### src/design/dape_pkg.sv
`timescale 1ns / 1ps
// ----------------------------------------------------------------------------
// dape_pkg
// Shared types, constants and helpers for the dual-antenna position estimator.
// ----------------------------------------------------------------------------
package dape_pkg;

    localparam int QW = 8;      // link quality width
    localparam int PW = 7;      // percent width

    // Position fixed point, 16 fraction bits
    localparam logic [16:0] Q16_HALF = 17'd32768;
    // Offset magnitude at which the clamp to -0.05 / 1.05 takes over
    localparam logic [15:0] T_SAT    = 16'd36045;
    localparam logic [PW-1:0] PCT_RESET = 7'd50;
    localparam logic [15:0] GAIN_RESET = 16'd4096;

    // Completed antenna pair handed from front to back
    typedef struct packed {
        logic          player;
        logic [QW-1:0] q_upper;
        logic [QW-1:0] q_lower;
    } dape_job_t;

    // Round 0..127 to the nearest ten, capped at 100
    function automatic logic [PW-1:0] round_ten(input logic [PW-1:0] v);
        logic [15:0] m;
        logic [4:0]  q;
        logic [8:0]  r;
        m = (16'(v) + 16'd5) * 16'd205;   // /10 via reciprocal, exact here
        q = m[15:11];
        r = 9'(q) * 9'd10;
        if (r > 9'd100) begin
            r = 9'd100;
        end
        return r[PW-1:0];
    endfunction

endpackage

### src/design/dape_front.sv
`timescale 1ns / 1ps
// ----------------------------------------------------------------------------
// dape_front
// Takes reports, keeps latest quality and pending flags, emits pair jobs.
// ----------------------------------------------------------------------------
module dape_front (
    input  logic                aclk,
    input  logic                aresetn,
    input  logic                s_tvalid,
    output logic                s_tready,
    input  logic [15:0]         s_tdata,   // [1:0] antenna, [9:2] quality
    output logic                job_valid,
    input  logic                job_ready,
    output dape_pkg::dape_job_t job
);
    import dape_pkg::*;

    logic [QW-1:0] quality_reg [4];
    logic [3:0]    pending_reg;
    logic [1:0]    antenna;
    logic [1:0]    partner;
    logic [QW-1:0] q_in;
    logic [QW-1:0] q_partner;
    logic          accept;

    assign antenna   = s_tdata[1:0];
    assign q_in      = s_tdata[9:2];
    assign partner   = antenna ^ 2'b01;
    assign q_partner = quality_reg[partner];

    // Only a pair-completing item needs room in the queue; keep it simple
    // and stall on a full queue.
    assign s_tready  = job_ready;
    assign accept    = s_tvalid & s_tready;
    assign job_valid = s_tvalid & pending_reg[partner];

    always_comb begin
        job.player  = antenna[1];
        job.q_upper = antenna[0] ? q_partner : q_in;
        job.q_lower = antenna[0] ? q_in : q_partner;
    end

    always_ff @(posedge aclk) begin
        if (!aresetn) begin
            pending_reg <= '0;
            for (int i = 0; i < 4; i++) begin
                quality_reg[i] <= '0;
            end
        end else if (accept) begin
            quality_reg[antenna] <= q_in;
            if (pending_reg[partner]) begin
                pending_reg[partner] <= 1'b0;
                pending_reg[antenna] <= 1'b0;
            end else begin
                pending_reg[antenna] <= 1'b1;
            end
        end
    end

endmodule

### src/design/dape_fifo.sv
`timescale 1ns / 1ps
// ----------------------------------------------------------------------------
// dape_fifo
// Two-entry job queue between front and back.
// ----------------------------------------------------------------------------
module dape_fifo (
    input  logic                aclk,
    input  logic                aresetn,
    input  logic                in_valid,
    output logic                in_ready,
    input  dape_pkg::dape_job_t in_job,
    output logic                out_valid,
    input  logic                out_ready,
    output dape_pkg::dape_job_t out_job
);
    import dape_pkg::*;

    dape_job_t  mem_reg [2];
    logic       wr_ptr_reg;
    logic       rd_ptr_reg;
    logic [1:0] count_reg;
    logic       push;
    logic       pop;

    assign in_ready  = (count_reg != 2'd2);
    assign out_valid = (count_reg != 2'd0);
    assign out_job   = mem_reg[rd_ptr_reg];
    assign push      = in_valid & in_ready;
    assign pop       = out_valid & out_ready;

    always_ff @(posedge aclk) begin
        if (push) begin
            mem_reg[wr_ptr_reg] <= in_job;
        end
    end

    always_ff @(posedge aclk) begin
        if (!aresetn) begin
            wr_ptr_reg <= 1'b0;
            rd_ptr_reg <= 1'b0;
            count_reg  <= 2'd0;
        end else begin
            if (push) begin
                wr_ptr_reg <= ~wr_ptr_reg;
            end
            if (pop) begin
                rd_ptr_reg <= ~rd_ptr_reg;
            end
            case ({push, pop})
                2'b10:   count_reg <= count_reg + 2'd1;
                2'b01:   count_reg <= count_reg - 2'd1;
                default: count_reg <= count_reg;
            endcase
        end
    end

endmodule

### src/design/dape_back.sv
`timescale 1ns / 1ps
// ----------------------------------------------------------------------------
// dape_back
// Position sequencer: gain scaling, divide by reciprocal, smoothing, output.
// ----------------------------------------------------------------------------
module dape_back #(
    parameter int TABLE_HEIGHT = 80
) (
    input  logic                aclk,
    input  logic                aresetn,
    input  logic [15:0]         gain,
    input  logic                job_valid,
    output logic                job_ready,
    input  dape_pkg::dape_job_t job,
    output logic                m_tvalid,
    input  logic                m_tready,
    output logic [7:0]          m_tdata    // [0] player, [7:1] position_pct
);
    import dape_pkg::*;

    // offset t = floor(666 * gain * |d| / (125 * H))
    localparam logic [31:0] DIVISOR   = 32'(125 * TABLE_HEIGHT);
    localparam logic [63:0] RECIP_FULL = 64'h1_0000_0000 / 64'(DIVISOR);
    localparam logic [31:0] RECIP_M   = RECIP_FULL[31:0];
    localparam logic [33:0] SAT_LIMIT = 34'(36046) * 34'(DIVISOR);

    typedef enum logic [5:0] {
        ST_IDLE  = 6'b000001,
        ST_MUL1  = 6'b000010,
        ST_MUL2  = 6'b000100,
        ST_RECIP = 6'b001000,
        ST_FIX   = 6'b010000,
        ST_POS   = 6'b100000
    } back_state_t;

    back_state_t   state_reg, state_next;
    logic          player_reg;
    logic          neg_reg;
    logic [QW-1:0] mag_reg;
    logic [23:0]   prod1_reg;
    logic [30:0]   num_reg;
    logic          sat_reg;
    logic [15:0]   q0_reg;
    logic [15:0]   t_reg;
    logic [PW-1:0] prev_reg [2];
    logic          out_valid_reg;
    logic [7:0]    out_data_reg;

    logic [33:0]        num_full;
    logic [62:0]        recip_prod;
    logic [31:0]        qd;
    logic [31:0]        rem;
    logic signed [17:0] pos_q16;
    logic signed [24:0] mix;
    logic [PW-1:0]      pct;
    logic [PW-1:0]      pct_round;
    logic               out_free;

    assign job_ready = (state_reg == ST_IDLE);
    assign m_tvalid  = out_valid_reg;
    assign m_tdata   = out_data_reg;
    assign out_free  = ~out_valid_reg | m_tready;

    always_comb begin
        num_full   = 34'(prod1_reg) * 34'd666;
        recip_prod = 63'(num_reg) * 63'(RECIP_M);
        qd         = 32'(q0_reg) * DIVISOR;
        rem        = 32'(num_reg) - qd;
        pos_q16    = neg_reg ? $signed(18'(Q16_HALF) + 18'(t_reg))
                             : $signed(18'(Q16_HALF) - 18'(t_reg));
        mix        = 25'(pos_q16) * 25'sd100
                   + $signed({2'b00, prev_reg[player_reg], 16'd0});
        pct        = mix[24] ? '0 : mix[23:17];
        pct_round  = round_ten(pct);
    end

    always_comb begin
        state_next = state_reg;
        case (state_reg)
            ST_IDLE:  if (job_valid) state_next = ST_MUL1;
            ST_MUL1:  state_next = ST_MUL2;
            ST_MUL2:  state_next = ST_RECIP;
            ST_RECIP: state_next = ST_FIX;
            ST_FIX:   state_next = ST_POS;
            ST_POS:   if (out_free) state_next = ST_IDLE;
            default:  state_next = ST_IDLE;
        endcase
    end

    // datapath
    always_ff @(posedge aclk) begin
        case (state_reg)
            ST_IDLE: begin
                player_reg <= job.player;
                neg_reg    <= (job.q_upper < job.q_lower);
                mag_reg    <= (job.q_upper >= job.q_lower) ? job.q_upper - job.q_lower
                                                           : job.q_lower - job.q_upper;
            end
            ST_MUL1:  prod1_reg <= 24'(mag_reg) * 24'(gain);
            ST_MUL2: begin
                sat_reg <= (num_full >= SAT_LIMIT);
                num_reg <= num_full[30:0];
            end
            ST_RECIP: q0_reg <= recip_prod[47:32];
            ST_FIX: begin
                if (sat_reg) begin
                    t_reg <= T_SAT;
                end else if (rem >= DIVISOR) begin
                    t_reg <= q0_reg + 16'd1;
                end else begin
                    t_reg <= q0_reg;
                end
            end
            default: ;
        endcase
    end

    always_ff @(posedge aclk) begin
        if (!aresetn) begin
            state_reg     <= ST_IDLE;
            out_valid_reg <= 1'b0;
            prev_reg[0]   <= PCT_RESET;
            prev_reg[1]   <= PCT_RESET;
        end else begin
            state_reg <= state_next;
            if (state_reg == ST_POS && out_free) begin
                out_valid_reg        <= 1'b1;
                out_data_reg         <= {pct_round, player_reg};
                prev_reg[player_reg] <= pct_round;
            end else if (m_tready) begin
                out_valid_reg <= 1'b0;
            end
        end
    end

endmodule

### src/design/dual_antenna_position_estimator_core.sv
`timescale 1ns / 1ps
// ----------------------------------------------------------------------------
// dual_antenna_position_estimator_core
// Two-player position estimate from paired upper/lower antenna link quality.
// ----------------------------------------------------------------------------
// Usage:
//   s_ channel: one item per link-quality report, tdata[1:0] = antenna,
//     tdata[9:2] = quality. Antennas 0/1 belong to player 0, 2/3 to player 1;
//     even is the upper antenna.
//   m_ channel: one item when a report completes a pending antenna pair,
//     tdata[0] = player, tdata[7:1] = smoothed position in percent (0..100,
//     a multiple of ten).
//   cfg_ channel: writes the Q4.12 gain; always ready. Write only while idle.
// Flow:
//   Every report waits while the queue is full. A completing report
//   queues a job (two-entry queue); the back sequencer steps through
//   load, two multiplies, reciprocal multiply, remainder fix and
//   smoothing/round per job, and takes a new job only in idle.
// Reset (aresetn low, synchronous): gain 1.0, qualities 0, no pending flags,
//   both previous positions 50 %, queue and output empty.
// Back-pressure: a held m_ item stalls the sequencer at its last step; the
//   queue then fills and s_tready drops until room frees up.
// ----------------------------------------------------------------------------
module dual_antenna_position_estimator_core #(
    parameter int TABLE_HEIGHT = 80
) (
    input  logic        aclk,
    input  logic        aresetn,
    input  logic        s_tvalid,
    output logic        s_tready,
    input  logic [15:0] s_tdata,    // [1:0] antenna, [9:2] quality
    output logic        m_tvalid,
    input  logic        m_tready,
    output logic [7:0]  m_tdata,    // [0] player, [7:1] position_pct
    input  logic        cfg_valid,
    output logic        cfg_ready,
    input  logic [15:0] cfg_data    // gain, Q4.12
);
    import dape_pkg::*;

    logic [15:0] gain_reg;

    dape_job_t   front_job;
    logic        front_valid;
    logic        front_ready;
    dape_job_t   back_job;
    logic        back_valid;
    logic        back_ready;

    assign cfg_ready = 1'b1;

    always_ff @(posedge aclk) begin
        if (!aresetn) begin
            gain_reg <= GAIN_RESET;
        end else if (cfg_valid && cfg_ready) begin
            gain_reg <= cfg_data;
        end
    end

    // Front: report intake, pairing
    dape_front u_front (
        .aclk      (aclk),
        .aresetn   (aresetn),
        .s_tvalid  (s_tvalid),
        .s_tready  (s_tready),
        .s_tdata   (s_tdata),
        .job_valid (front_valid),
        .job_ready (front_ready),
        .job       (front_job)
    );

    // Decoupling queue
    dape_fifo u_fifo (
        .aclk      (aclk),
        .aresetn   (aresetn),
        .in_valid  (front_valid),
        .in_ready  (front_ready),
        .in_job    (front_job),
        .out_valid (back_valid),
        .out_ready (back_ready),
        .out_job   (back_job)
    );

    // Back: position arithmetic and output register
    dape_back #(
        .TABLE_HEIGHT (TABLE_HEIGHT)
    ) u_back (
        .aclk      (aclk),
        .aresetn   (aresetn),
        .gain      (gain_reg),
        .job_valid (back_valid),
        .job_ready (back_ready),
        .job       (back_job),
        .m_tvalid  (m_tvalid),
        .m_tready  (m_tready),
        .m_tdata   (m_tdata)
    );

    // Results are always a multiple of ten in 0..100
    a_pct_range: assert property (@(posedge aclk) disable iff (!aresetn)
        m_tvalid |-> (m_tdata[7:1] == 7'd0  || m_tdata[7:1] == 7'd10 ||
                      m_tdata[7:1] == 7'd20 || m_tdata[7:1] == 7'd30 ||
                      m_tdata[7:1] == 7'd40 || m_tdata[7:1] == 7'd50 ||
                      m_tdata[7:1] == 7'd60 || m_tdata[7:1] == 7'd70 ||
                      m_tdata[7:1] == 7'd80 || m_tdata[7:1] == 7'd90 ||
                      m_tdata[7:1] == 7'd100))
        else $error("position out of range or not a multiple of ten");

    // Once the back takes a job it is busy for the following cycles
    a_back_busy: assert property (@(posedge aclk) disable iff (!aresetn)
        (back_valid && back_ready) |=> !back_ready ##1 !back_ready)
        else $error("back sequencer took a job while busy");

    // A result appears only after a job has been through the back
    a_no_spurious: assert property (@(posedge aclk) disable iff (!aresetn)
        $rose(m_tvalid) |-> $past(!back_ready))
        else $error("result without a job in progress");

endmodule
### config.mk
export PLATFORM = sky130hd
export DESIGN_NAME = dual_antenna_position_estimator_core
export DESIGN_NICKNAME = d
export VERILOG_FILES = /design/src/design/dape_pkg.sv /design/src/design/dape_front.sv /design/src/design/dape_fifo.sv /design/src/design/dape_back.sv /design/src/design/dual_antenna_position_estimator_core.sv
export SDC_FILE = /design/constraint.sdc
export NUM_CORES = 2
export LEC_CHECK = 0
export ABC_AREA = 0
export BUFFER_PORTS_ARGS = -buffer_cell sky130_fd_sc_hd__buf_2
export CAP_MARGIN = 10
export CORE_MARGIN = 10
export CORE_UTILIZATION = 50
export DETAILED_ROUTE_END_ITERATION = 8
export GPL_TIMING_DRIVEN = 0
export PLACE_DENSITY_LB_ADDON = 0.1
export SLEW_MARGIN = 20
export SYNTH_ARGS = -nofsm -noshare
export SYNTH_HDL_FRONTEND = slang
export SYNTH_SLANG_ARGS = --single-unit
### constraint.sdc
create_clock -name aclk -period 14.5 [get_ports aclk]
set_input_delay 0 -clock aclk [delete_from_list [all_inputs] [get_ports aclk]]
set_output_delay 0 -clock aclk [all_outputs]
set_load 0.01 [all_outputs]
==> flow_summary.ini <==
[run_status]
status = completed

[die]
core_area_um2 = 63100
rows = 92
die_w_um = 272
die-height_um = 272
dieArea_um2 = 74100
io-pin-count = 48
initial_core_util_pct = 50.4

[place]
dpl.hpwl_um = 58300
gp_congestion = 0.908
port_buffers = 37

[setup_path]
cp-start-kind = flip-flop
worst_r2r_path_depth = 54
r2r-start = u_back.neg_reg
max_stage_delay_ns = 0.53
worstPathMaxFanout = 10
reg2reg_to = u_back.m_tdata[3]
cp.arrival_ns = 13.87
cp_common_cell = ha_1
timing_worst_setup_path_type = flip-flop to flip-flop
required_ns = 14.78
crit_slowest_cell = fa_1
reg2reg_setup_slack_ns = 0.90
end_kind = flip-flop

[yosys]
synth_fp_nets = 4121
ys_ff_latch = 215
synth-xor-area-share_pct = 4.26
syn_inst = 3153
syn_area_per_cell_um2 = 10.1
synth_ff_type = edfxtp_1
async_reset_ff_share_pct = 0
seq_area_frac_synth_pct = 19.3
synth_top_family_by_area = adder cells
syn_area_um2 = 31800
synth_compound_area_share_pct = 8.97
synth_mux_area_share_pct = 2.47
synth.distinct_cells = 88
synth_simple_gate_area_share_pct = 9.92
ys_warn_count = 0
synth_enable_flop_cells = 182
synth_fa_ha_area_share_pct = 46.3

[global_route]
grtUsageTotal_pct = 18.5
antenna_found_initial = 0
overflow = 0
grt_max_degree = 32
grt_pass1_wl_um = 114000
grt_pass1_vias = 23500

[detailed_routing]
wl_um = 67300
dr.pass1.iters = 5
via_per_inst = 5.26
num_vias = 21600
wire_per_inst_um = 16.3
drt_iter0_markers = 951
drc = 0
antenna_left = 0

[clock_tree]
cts_tree = yes
clkLatencyLatePin_ns = 0.55
clock_path_buffers = 3
cts_buffers = 25
postCtsSetupBuffers = 0
cts.sinks = 215
htreeDepth = 1
path_clk_slew_ns = 0.06
ctsRootBufferMaster = clkbuf_16

[final_layout]
multiInputGateArea_um2 = 22900
finalNetCount = 4219
drive_above_1_share_pct = 4.13
seqCellArea_um2 = 6130
n_fill_cell = 5687
diodes = 0
largest_register_ffs = 34
area_delta_synth_final_pct = 7.84

[timing]
whs_ns = 0.0413
skew_ns = 0.0155
fin_crit_ns = 13.60
finalHoldViolations = 0
finalSetupTns_ns = 0
slew_viol_final = 0
rsz0062_at_grt = no
max_freq_mhz = 73.6
finalCritPeriodShare_pct = 93.8
tightest_slew_ns = 0.909
slew_headroom_pct = 39.4
setup_viol = 0

[hold_path]
holdCritPathClass = input port to flip-flop
min_path_cells = 2
hold_path_end = u_front.pending_reg[1]
worstHoldStart = aresetn

[flow_run]
drv_cap = 0
==> final cells by class <==
class                      instances  area share [%]
multi-input combinational       2195            66.9
sequential                       215            17.9
inverter                         695            7.61
tap                              846            3.09
clock buffer                      33            2.00
timing repair buffer              71            1.55
buffer                            48           0.562
clock inverter                    13           0.456
==> worst max-delay path by stage <==
stage / start / endpoint / cells after the start
after global routing: u_back.neg_reg / u_back.m_tdata[3] / 54
after detailed placement: u_back.t_reg[4] / u_back.m_tdata[3] / 53
final: u_back.neg_reg / u_back.m_tdata[3] / 54
after floorplan: u_back.t_reg[4] / u_back.m_tdata[3] / 54
after CTS: u_back.t_reg[4] / u_back.m_tdata[3] / 53
after global placement: u_back.t_reg[4] / u_back.m_tdata[3] / 53
==> cell families after synthesis <==
kind of cell | after synthesis
fa+ha+maj | 931
other cells | 2
mux | 75
compound gates | 428
xor+xnor | 153
flops | 215
simple gates | 606
buf+inv | 743
==> through the flow <==
stage / util, % / setup WS [ns] / instance area (um2) / instances
floorplan: - / 2.11 / 31800 / 3153
global placement: 52.4 / 0.812 / 33000 / 4036
detailed placement: 52.4 / 0.643 / 33100 / 4037
CTS: 54.3 / 0.567 / 34200 / 4116
global route: 54.4 / 0.0128 / 34300 / 4116
finish: 54.4 / 0.904 / 34300 / 4116
==> cell usage in the layout, fill, tap and decap left out, drive strengths merged, types with 8 or more instances in the layout <==
cell type	synthesis	layout
inv	695	698
ha	522	522
fa	409	409
edfxtp	182	182
nand2	143	143
nor2	124	124
a21oi	118	118
and2	87	87
o21ai	85	85
xnor2	78	78
xor2	74	74
clkbuf	39	72
a21o	68	68
mux2i	60	60
nor3	48	48
buf	9	47
nor2b	40	40
nand3	36	36
dfxtp	33	33
dlygate4sd3	0	33
o211ai	22	22
o21a	20	20
nand2b	17	17
or3	17	17
and3	16	16
nand4	15	15
or2	14	14
mux2	14	14
a31oi	14	14
a21boi	13	13
o21bai	11	11
nand3b	11	11
a211oi	10	10
o31ai	9	9
nor4	9	9
or4	8	8
==> critical path, delay by kind of cell, from the launching register on <==
kind,cells,cell delay (ns)
adders and majority gates,14,4.95
AOI/OAI and AO/OA,13,3.03
and+or+nand+nor,16,2.81
xor gates and xnor gates,5,1.06
buffers and inverters,6,1.04
DFF,1,0.42
==> synthesized netlist by cell type, types with 7 or more instances <==
| master | count | area (um2) |
|---|---|---|
| nand2b_1 | 17 | 106 |
| clkbuf_1 | 39 | 146 |
| o21bai_1 | 11 | 82.6 |
| nor2_1 | 122 | 458 |
| o21a_1 | 20 | 150 |
| a211o_1 | 7 | 61.3 |
| nor4_1 | 8 | 50.1 |
| a21oi_1 | 118 | 591 |
| a21o_1 | 68 | 510 |
| or4_1 | 7 | 52.6 |
| ha_1 | 522 | 6530 |
| nand3_1 | 36 | 180 |
| xor2_1 | 74 | 648 |
| or3_1 | 17 | 106 |
| nand4_1 | 15 | 93.8 |
| fa_1 | 409 | 8190 |
| a31oi_1 | 13 | 81.3 |
| o211ai_1 | 20 | 150 |
| edfxtp_1 | 182 | 5470 |
| mux2_2 | 13 | 146 |
| nor2b_1 | 40 | 250 |
| a211oi_1 | 9 | 67.6 |
| o21ai_0 | 80 | 400 |
| and2_1 | 87 | 544 |
| dfxtp_1 | 33 | 661 |
| mux2i_1 | 60 | 601 |
| xnor2_1 | 78 | 683 |
| nor3_1 | 46 | 230 |
| nand2_1 | 143 | 537 |
| nand3b_1 | 10 | 75.1 |
| or2_2 | 13 | 81.3 |
| a21boi_0 | 13 | 97.6 |
| o31ai_1 | 9 | 67.6 |
| and3_1 | 16 | 100 |
| inv_1 | 695 | 2610 |
==> per-layer routing <==
layer / vias up / track usage, % / share of wire (%)
li1: 10600 / - / -
met1: 10700 / 23.9 / 45
met2: 290 / 33.4 / 50
met3: 63 / 1.89 / 3.1
met4: 0 / 3.64 / 1.8
met5: - / 0 / 0
==> repair_timing <==
action	CTS	global route
resized for setup	0	6
hold buffers	33	0
endpoints found under the hold margin	86	0
endpoints found under the setup margin	0	15
Power is not shown: default switching activity piles up to over one toggle a cycle in this logic, so the estimate is an artifact.
